### config.mk
export PLATFORM = sky130hd
export DESIGN_NAME = top_k_score_select_unit
export DESIGN_NICKNAME = d
export VERILOG_FILES = /design/src/rtl/tkss_pkg.sv /design/src/rtl/tkss_cell.sv /design/src/rtl/top_k_score_select_unit.sv
export SDC_FILE = /design/constraint.sdc
export NUM_CORES = 2
export LEC_CHECK = 0
export BUFFER_PORTS_ARGS = -buffer_cell sky130_fd_sc_hd__buf_2
export CAP_MARGIN = 20
export CORE_ASPECT_RATIO = 1.25
export CORE_MARGIN = 4
export CORE_UTILIZATION = 65
export DETAILED_ROUTE_END_ITERATION = 10
export PLACE_DENSITY = 0.82
export SLEW_MARGIN = 10
export SYNTH_ARGS = -nofsm -noshare
export SYNTH_HDL_FRONTEND = slang
export SYNTH_SLANG_ARGS = --single-unit
### constraint.sdc
create_clock -name clk -period 9.8 [get_ports clk]
set_input_delay 1.96 -clock clk [delete_from_list [all_inputs] [get_ports clk]]
set_output_delay 1.96 -clock clk [all_outputs]
set_load 0.02 [all_outputs]
### src/rtl/tkss_pkg.sv
// Package for the top-k score selection unit: payload, entry and cell control types.
package tkss_pkg;

  localparam int IdW       = 32;
  localparam int ScoreW    = 32;
  localparam int RankW     = 4;
  localparam int TopCountW = 5;
  localparam int CfgDataW  = 32;

  localparam logic [TopCountW-1:0] TopCountReset = TopCountW'(16);

  typedef struct packed {
    logic [IdW-1:0]           var_id;
    logic signed [ScoreW-1:0] score;
    logic                     last_in;
  } in_item_t;

  typedef struct packed {
    logic [IdW-1:0]           out_var_id;
    logic signed [ScoreW-1:0] out_score;
    logic [RankW-1:0]         rank;
    logic                     last_out;
  } out_item_t;

  typedef struct packed {
    logic                     valid;
    logic [IdW-1:0]           id;
    logic signed [ScoreW-1:0] score;
  } entry_t;

  typedef struct packed {
    logic insert;
    logic shift;
    logic clear;
  } cell_ctrl_t;

endpackage

### src/rtl/tkss_cell.sv
// One cell of the sorted insertion chain: holds one entry and trades it with its neighbors.
module tkss_cell (
  input  logic                clk,
  input  logic                rst_n,
  input  tkss_pkg::cell_ctrl_t ctrl_i,
  input  tkss_pkg::entry_t    new_i,
  input  tkss_pkg::entry_t    prev_i,
  input  logic                prev_keep_i,
  input  tkss_pkg::entry_t    next_i,
  output tkss_pkg::entry_t    entry_o,
  output logic                keep_o
);
  import tkss_pkg::*;

  logic                     valid_r;
  logic [IdW-1:0]           id_r;
  logic signed [ScoreW-1:0] score_r;
  entry_t                   load_nxt;
  logic                     load_en;

  // Equal scores stay put, so ties keep arrival order.
  assign keep_o = valid_r && ($signed(score_r) >= $signed(new_i.score));

  always_comb begin
    load_nxt = entry_t'('0);
    load_en  = 1'b0;
    if (ctrl_i.shift) begin
      load_nxt = next_i;
      load_en  = 1'b1;
    end else if (ctrl_i.insert && !keep_o) begin
      load_nxt = prev_keep_i ? new_i : prev_i;
      load_en  = 1'b1;
    end
  end

  always_ff @(posedge clk) begin
    if (!rst_n) begin
      valid_r <= 1'b0;
    end else if (ctrl_i.clear) begin
      valid_r <= 1'b0;
    end else if (load_en) begin
      valid_r <= load_nxt.valid;
    end
  end

  always_ff @(posedge clk) begin
    if (load_en) begin
      id_r    <= load_nxt.id;
      score_r <= load_nxt.score;
    end
  end

  assign entry_o = '{valid: valid_r, id: id_r, score: score_r};

endmodule

### src/rtl/top_k_score_select_unit.sv
// Top level of the top-k score selection unit: insertion chain, drain control, register port.
//
//  channel | direction | handshake                      | payload
//  --------+-----------+--------------------------------+-----------------------------
//  in_     | in        | in_valid / in_ready            | var_id, score, last_in
//  out_    | out       | out_valid / out_ready          | out_var_id, out_score, rank,
//          |           |                                | last_out
//  cfg     | in/out    | psel, penable, pwrite, pready  | top_count at byte address 0
//
// Collecting: one item per cycle; every cell compares its score with the new
// one in parallel and the chain opens a slot below all entries of equal or
// higher score. An item that loses to a full chain is dropped.
// After a transfer with last_in set, the chain shifts toward its head once per
// result taken and drains min(n, k, MAX_K) results for a set of n items; an
// out_ready stall holds the drain, and in_ready stays low while draining.
// The output register lets the last
// result wait on out_ready while the next set already streams in.
// Reset (synchronous, rst_n low) empties the chain and sets top_count to 16.
module top_k_score_select_unit #(
  parameter int MAX_K = 16
) (
  input  logic                                 clk,
  input  logic                                 rst_n,
  input  logic                                 in_valid,
  output logic                                 in_ready,
  input  tkss_pkg::in_item_t                   in_data,
  output logic                                 out_valid,
  input  logic                                 out_ready,
  output tkss_pkg::out_item_t                  out_data,
  input  logic                                 psel,
  input  logic                                 penable,
  input  logic                                 pwrite,
  input  logic [1:0]                           paddr,
  input  logic [tkss_pkg::CfgDataW-1:0]        pwdata,
  output logic [tkss_pkg::CfgDataW-1:0]        prdata,
  output logic                                 pready
);
  import tkss_pkg::*;

  localparam int CW = $clog2(MAX_K + 1);
  localparam int NW = (CW > TopCountW) ? CW : TopCountW;

  typedef enum logic {
    ST_COLLECT,
    ST_DRAIN
  } state_t;

  state_t                 state_r;
  logic [TopCountW-1:0]   top_count_r;
  logic [CW-1:0]          count_r;
  logic [CW-1:0]          remain_r;
  logic [RankW-1:0]       rank_r;
  logic                   out_valid_r;
  out_item_t              out_data_r;

  entry_t                 cell_q   [MAX_K];
  entry_t                 prev_e   [MAX_K];
  entry_t                 next_e   [MAX_K];
  logic                   keep     [MAX_K];
  logic                   prev_keep[MAX_K];
  cell_ctrl_t             ctrl;
  entry_t                 new_e;

  logic                   in_fire;
  logic                   emit;
  logic                   stored;
  logic [CW-1:0]          count_ins;
  logic [NW-1:0]          k_eff;
  logic [NW-1:0]          n_res;

  // Register port: a single register, any address maps to it.
  assign pready = 1'b1;
  assign prdata = CfgDataW'(top_count_r);

  always_ff @(posedge clk) begin
    if (!rst_n) begin
      top_count_r <= TopCountReset;
    end else if (psel && penable && pwrite) begin
      top_count_r <= pwdata[TopCountW-1:0];
    end
  end

  assign in_ready = (state_r == ST_COLLECT);
  assign in_fire  = in_valid && in_ready;
  assign emit     = (state_r == ST_DRAIN) && (!out_valid_r || out_ready);

  assign new_e = '{valid: 1'b1, id: in_data.var_id, score: in_data.score};

  // The item is stored unless every cell holds an entry that beats or ties it.
  assign stored    = !keep[MAX_K-1];
  assign count_ins = (stored && count_r != CW'(MAX_K)) ? count_r + CW'(1) : count_r;

  // Clamp k to the chain length, then report min(entries held, k).
  always_comb begin
    k_eff = NW'(top_count_r);
    if (k_eff > NW'(MAX_K)) begin
      k_eff = NW'(MAX_K);
    end
    n_res = NW'(count_ins);
    if (n_res > k_eff) begin
      n_res = k_eff;
    end
  end

  always_comb begin
    ctrl.insert = in_fire;
    ctrl.shift  = emit;
    // Drop the chain once the last result leaves, or at once when none is due.
    ctrl.clear  = (in_fire && in_data.last_in && n_res == '0) ||
                  (emit && remain_r == CW'(1));
  end

  // Chain wiring: the head sees an upper neighbor that always keeps, so a new
  // top score lands there; the tail shifts in an empty entry.
  for (genvar i = 0; i < MAX_K; i++) begin : g_chain
    if (i == 0) begin : g_head
      assign prev_e[i]    = entry_t'('0);
      assign prev_keep[i] = 1'b1;
    end else begin : g_body
      assign prev_e[i]    = cell_q[i-1];
      assign prev_keep[i] = keep[i-1];
    end
    if (i == MAX_K - 1) begin : g_tail
      assign next_e[i] = entry_t'('0);
    end else begin : g_inner
      assign next_e[i] = cell_q[i+1];
    end

    tkss_cell u_cell (
      .clk        (clk),
      .rst_n      (rst_n),
      .ctrl_i     (ctrl),
      .new_i      (new_e),
      .prev_i     (prev_e[i]),
      .prev_keep_i(prev_keep[i]),
      .next_i     (next_e[i]),
      .entry_o    (cell_q[i]),
      .keep_o     (keep[i])
    );
  end

  // Sequencer: hold the set count, advance the drain, load and release the
  // output register with the head cell, its position and the end-of-run marker.
  always_ff @(posedge clk) begin
    if (!rst_n) begin
      state_r     <= ST_COLLECT;
      count_r     <= '0;
      remain_r    <= '0;
      rank_r      <= '0;
      out_valid_r <= 1'b0;
    end else begin
      if (emit) begin
        out_valid_r           <= 1'b1;
        out_data_r.out_var_id <= cell_q[0].id;
        out_data_r.out_score  <= cell_q[0].score;
        out_data_r.rank       <= rank_r;
        out_data_r.last_out   <= (remain_r == CW'(1));
      end else if (out_ready) begin
        out_valid_r <= 1'b0;
      end

      unique case (state_r)
        ST_COLLECT: begin
          if (in_fire) begin
            if (in_data.last_in) begin
              count_r <= '0;
              rank_r  <= '0;
              if (n_res != '0) begin
                remain_r <= CW'(n_res);
                state_r  <= ST_DRAIN;
              end
            end else begin
              count_r <= count_ins;
            end
          end
        end
        ST_DRAIN: begin
          if (emit) begin
            remain_r <= remain_r - CW'(1);
            rank_r   <= rank_r + RankW'(1);
            if (remain_r == CW'(1)) begin
              state_r <= ST_COLLECT;
            end
          end
        end
        default: begin
          state_r <= ST_COLLECT;
        end
      endcase
    end
  end

  assign out_valid = out_valid_r;
  assign out_data  = out_data_r;

endmodule
==> results.yml <==
outcome:
  outcome: "completed"
clocking:
  clkSlewWorstSetupHoldPaths_ps: 70
  cts_root_buffer: "clkbuf_16"
  clkLatencyLatePin_ps: 730
  cts_tree: "built"
  clock-sinks: 1130
  cts.repair.resized: 0
  cts.hold.buffers_added: 0
  cts-buffers-inserted: 112
  h-tree-depth: 3
  cts_buffer_depth: 3
  postCtsSetupBuffers: 0
place:
  post-dp-hpwl_um: 127000
  placed_cell_area_sq_um: 68200
  routabilityCongestion: 0.984
  portBuffers: 152
sta:
  rsz0062_at_grt: "no"
  skew_ps: 43.1
  finalCritPeriodShare_pct: 78.3
  period_minus_slack_ps: 7670
  report.final.slew_viol_count: 0
  max_clock_freq_ghz: 0.130
  maxSlewHeadroom_pct: 20.9
  setup_violations: 0
  worst_pin_slew_ps: 1180
  hold_viol_final: 0
  final.setup.tns_ps: 0
grt:
  grt_pass1_wl_um: 309000
  grt_start_max_net_pins: 220
  grt_overflow: 0
  grt_pass1_vias: 52200
  grt_util_all_layers_pct: 37.0
  antenna_found_initial: 6
floorplanning:
  die_area_sq_um: 108000
  core.rowCount: 130
  die_w_um: 294
  fp.coreArea_sq_um: 101000
  start_util_pct: 65.9
  ios: 210
  die_h_um: 366
worst_setup_path:
  worstPathCellList: "buf_2 > inv_1 > ha_1 > nand4_1 > or3_1 > nor3_1 > nand2_1 > o31ai_1 > nor4_1 > nand3_1 > o211a_4 > nand2b_2 > buf_4 > o21ai_0"
  end_kind: "flip-flop"
  crit_path_top_delay_cell: "nor3_1"
  worstPathMaxFanout: 65
  crit_buf_inv: 3
  cp.required_ps: 10210
  crit_path_max_incr_delay_ps: 940
  critPathTopFamily: "simple AND/OR/NAND/NOR gates"
  worstSetupStartpointType: "input port"
  cp.arrival_ps: 8080
  crit_type: "input port to flip-flop"
routing:
  drc: 0
  first_pass_iters: 6
  num_vias: 52000
  ant_nets: 0
  drt-initial-drc-count: 6921
  vias_per_cell: 6.95
  wl_per_cell_um: 27.3
  drt-total-wl_um: 204000
worst_hold_path:
  hold_path.class: "flip-flop to flip-flop"
final_layout:
  final_nets: 6691
  syn_to_final_growth_pct: 8.57
  drive_gt1_share_pct: 8.04
  postLayoutCellArea_sq_um: 72300
  fillers: 7129
  final_core_util_pct: 71.5
power_and_ir_drop:
  power.share.sequential_pct: 46.2
  internal_power_mw: 10.5
  p_per_area_nw_per_um2: 214
  ir_worst_vdd_mv: 0.196
  power_frac_comb_pct: 23.2
  clock_power_share_pct: 30.6
  p_leak_nw: 30.1
  power_switching_share_pct: 32.1
  p_switching_mw: 4.95
job:
  cap_violations: 0
synth:
  avgSynthCellArea_sq_um: 10.9
  ys_types: 72
  netlist_area_sq_um: 66600
  yosys_warnings: 0
  synth_edf_count: 1093
  synthArstFlopShare_pct: 0
  synth_ff_type: "edfxtp_1"
  synth-seq-area-share_pct: 50.4
  ys_ff_latch: 1130
  synthCells: 6105
## area by class of cell
cell class | count | area [sq um] | share of cell area [%]
Clock buffer | 127 | 2890 | 4.00
Timing Repair Buffer | 253 | 1650 | 2.29
Antenna cell | 1 | 2.50 | 0.00346
Tap cell | 1320 | 1650 | 2.29
Inverter | 64 | 240 | 0.332
Sequential cell | 1130 | 33600 | 46.4
Clock inverter | 81 | 1030 | 1.42
Multi-Input combinational cell | 4502 | 31200 | 43.2
## state kept, by name, indices dropped and copies added (netlist names)
register	count
top_count_r	5
out_data	69
g_chain.u_cell.id_r	512
out_valid	1
rank_r	4
state_r	1
g_chain.u_cell.valid_r	16
remain_r	5
count_r	5
g_chain.u_cell.score_r	512
## cell families after synthesis
logic type,synth area share [%]
buffers and inverters,3.28
adders and majority gates,9.81
AOI/OAI and AO/OA,12.6
muxes,14.1
DFF,50.4
and+or+nand+nor,9.65
xor gates and xnor gates,0.0527
other,0.0113
## path summary, 6_finish.rpt
kind	start	to	slack [ps]	depth (start not counted)
worst max-delay path	in_data[25]	g_chain[4].u_cell.id_r[16]	2130	14
worst min-delay path	g_chain[0].u_cell.id_r[9]	out_data[46]	460	0
worst max register to register	g_chain[4].u_cell.score_r[31]	g_chain[4].u_cell.id_r[16]	3730	12
worst min register to register	g_chain[0].u_cell.id_r[9]	out_data[46]	460	0
## cells in the mapped netlist (18+ instances only)
| library cell | number | area share [%] |
|---|---|---|
| o21ai_1 | 55 | 0.41 |
| nand4_1 | 106 | 1.0 |
| nor3_1 | 34 | 0.26 |
| edfxtp_1 | 1093 | 49 |
| nor2_1 | 122 | 0.69 |
| a21o_1 | 117 | 1.3 |
| clkbuf_1 | 297 | 1.7 |
| inv_1 | 63 | 0.36 |
| nand2b_1 | 18 | 0.17 |
| buf_4 | 34 | 0.38 |
| nand2_1 | 1047 | 5.9 |
| o21ai_0 | 952 | 7.2 |
| o21a_1 | 37 | 0.42 |
| buf_2 | 82 | 0.62 |
| nand3_1 | 68 | 0.51 |
| o22ai_1 | 19 | 0.18 |
| a22o_1 | 34 | 0.45 |
| dfxtp_1 | 37 | 1.1 |
| mux2i_1 | 935 | 14 |
| ha_1 | 522 | 9.8 |
| a21oi_1 | 183 | 1.4 |
| nor2b_1 | 46 | 0.43 |
## worst register-to-register path: stages, from the launching register on
cell and delay, ps:
edfxtp_1 420, ha_1 590, nand2_1 80, or3_1 430, nor3_1 940, nand2_1 290
o31ai_1 520, nor4_1 150, nand3_1 190, o211a_4 660, nand2b_2 370, buf_4 820
o21ai_0 290
## per-layer routing
layer  up-vias  GRT usage (%)  routed length (um)
li1      22600              -                   -
met1     25400           47.7               74900
met2      3319           57.1               91600
met3       666           7.03               21800
met4         2           24.6               15600
met5         -              0                  17
## power by group through the flow
| stage | clock network, mW | registers [mW] | logic (mW) |
|---|---|---|---|
| global placement | 0 | 7.18 | 3.28 |
| finish | 4.72 | 7.13 | 3.58 |
| global route | 4.93 | 7.21 | 3.87 |
| floorplan | 0 | 6.98 | 2.36 |
| detailed placement | 0 | 7.20 | 3.43 |
| CTS | 4.72 | 7.11 | 3.47 |
## through the flow
stage          setup slack (ps)  cells  total power [mW]  hold WS [ps]
2_1_floorplan              2860   6131              9.33           426
3_3_place_gp               1620   7265              10.5           434
3_5_place_dp               1580   7265              10.6           434
4_1_cts                    2340   7473              15.3           455
5_1_grt                    1780   7478              16.0           468
6_report                   2130   7478              15.4           458
## placed cells by master (no fill, tap or decap), types with 10 or more instances in the layout
cell,Yosys,layout
clkbuf_1,297,13
nand2_1,1047,1018
o211ai_1,15,15
a31oi_1,17,17
o22ai_1,19,19
nand4_1,106,106
clkinv_2,0,26
inv_1,63,63
nand3_1,68,67
o21ai_1,55,52
nor2_1,122,120
bufinv_16,0,23
mux2i_1,935,935
dfxtp_1,37,37
ha_1,522,522
buf_2,82,152
clkbuf_16,0,113
a21oi_1,183,182
nor3_1,34,34
or3_1,10,10
nor4_1,12,12
nand2_2,1,11
a21o_1,117,117
o21ai_0,952,951
clkinv_1,1,23
buf_4,34,92
nand2b_1,18,13
a22o_1,34,34
a211oi_1,14,12
nor2b_1,46,45
nand2_4,0,19
conb_1,2,28
edfxtp_1,1093,1093
o21a_1,37,37
No activity file was read; power rests on OpenSTA's default activity.
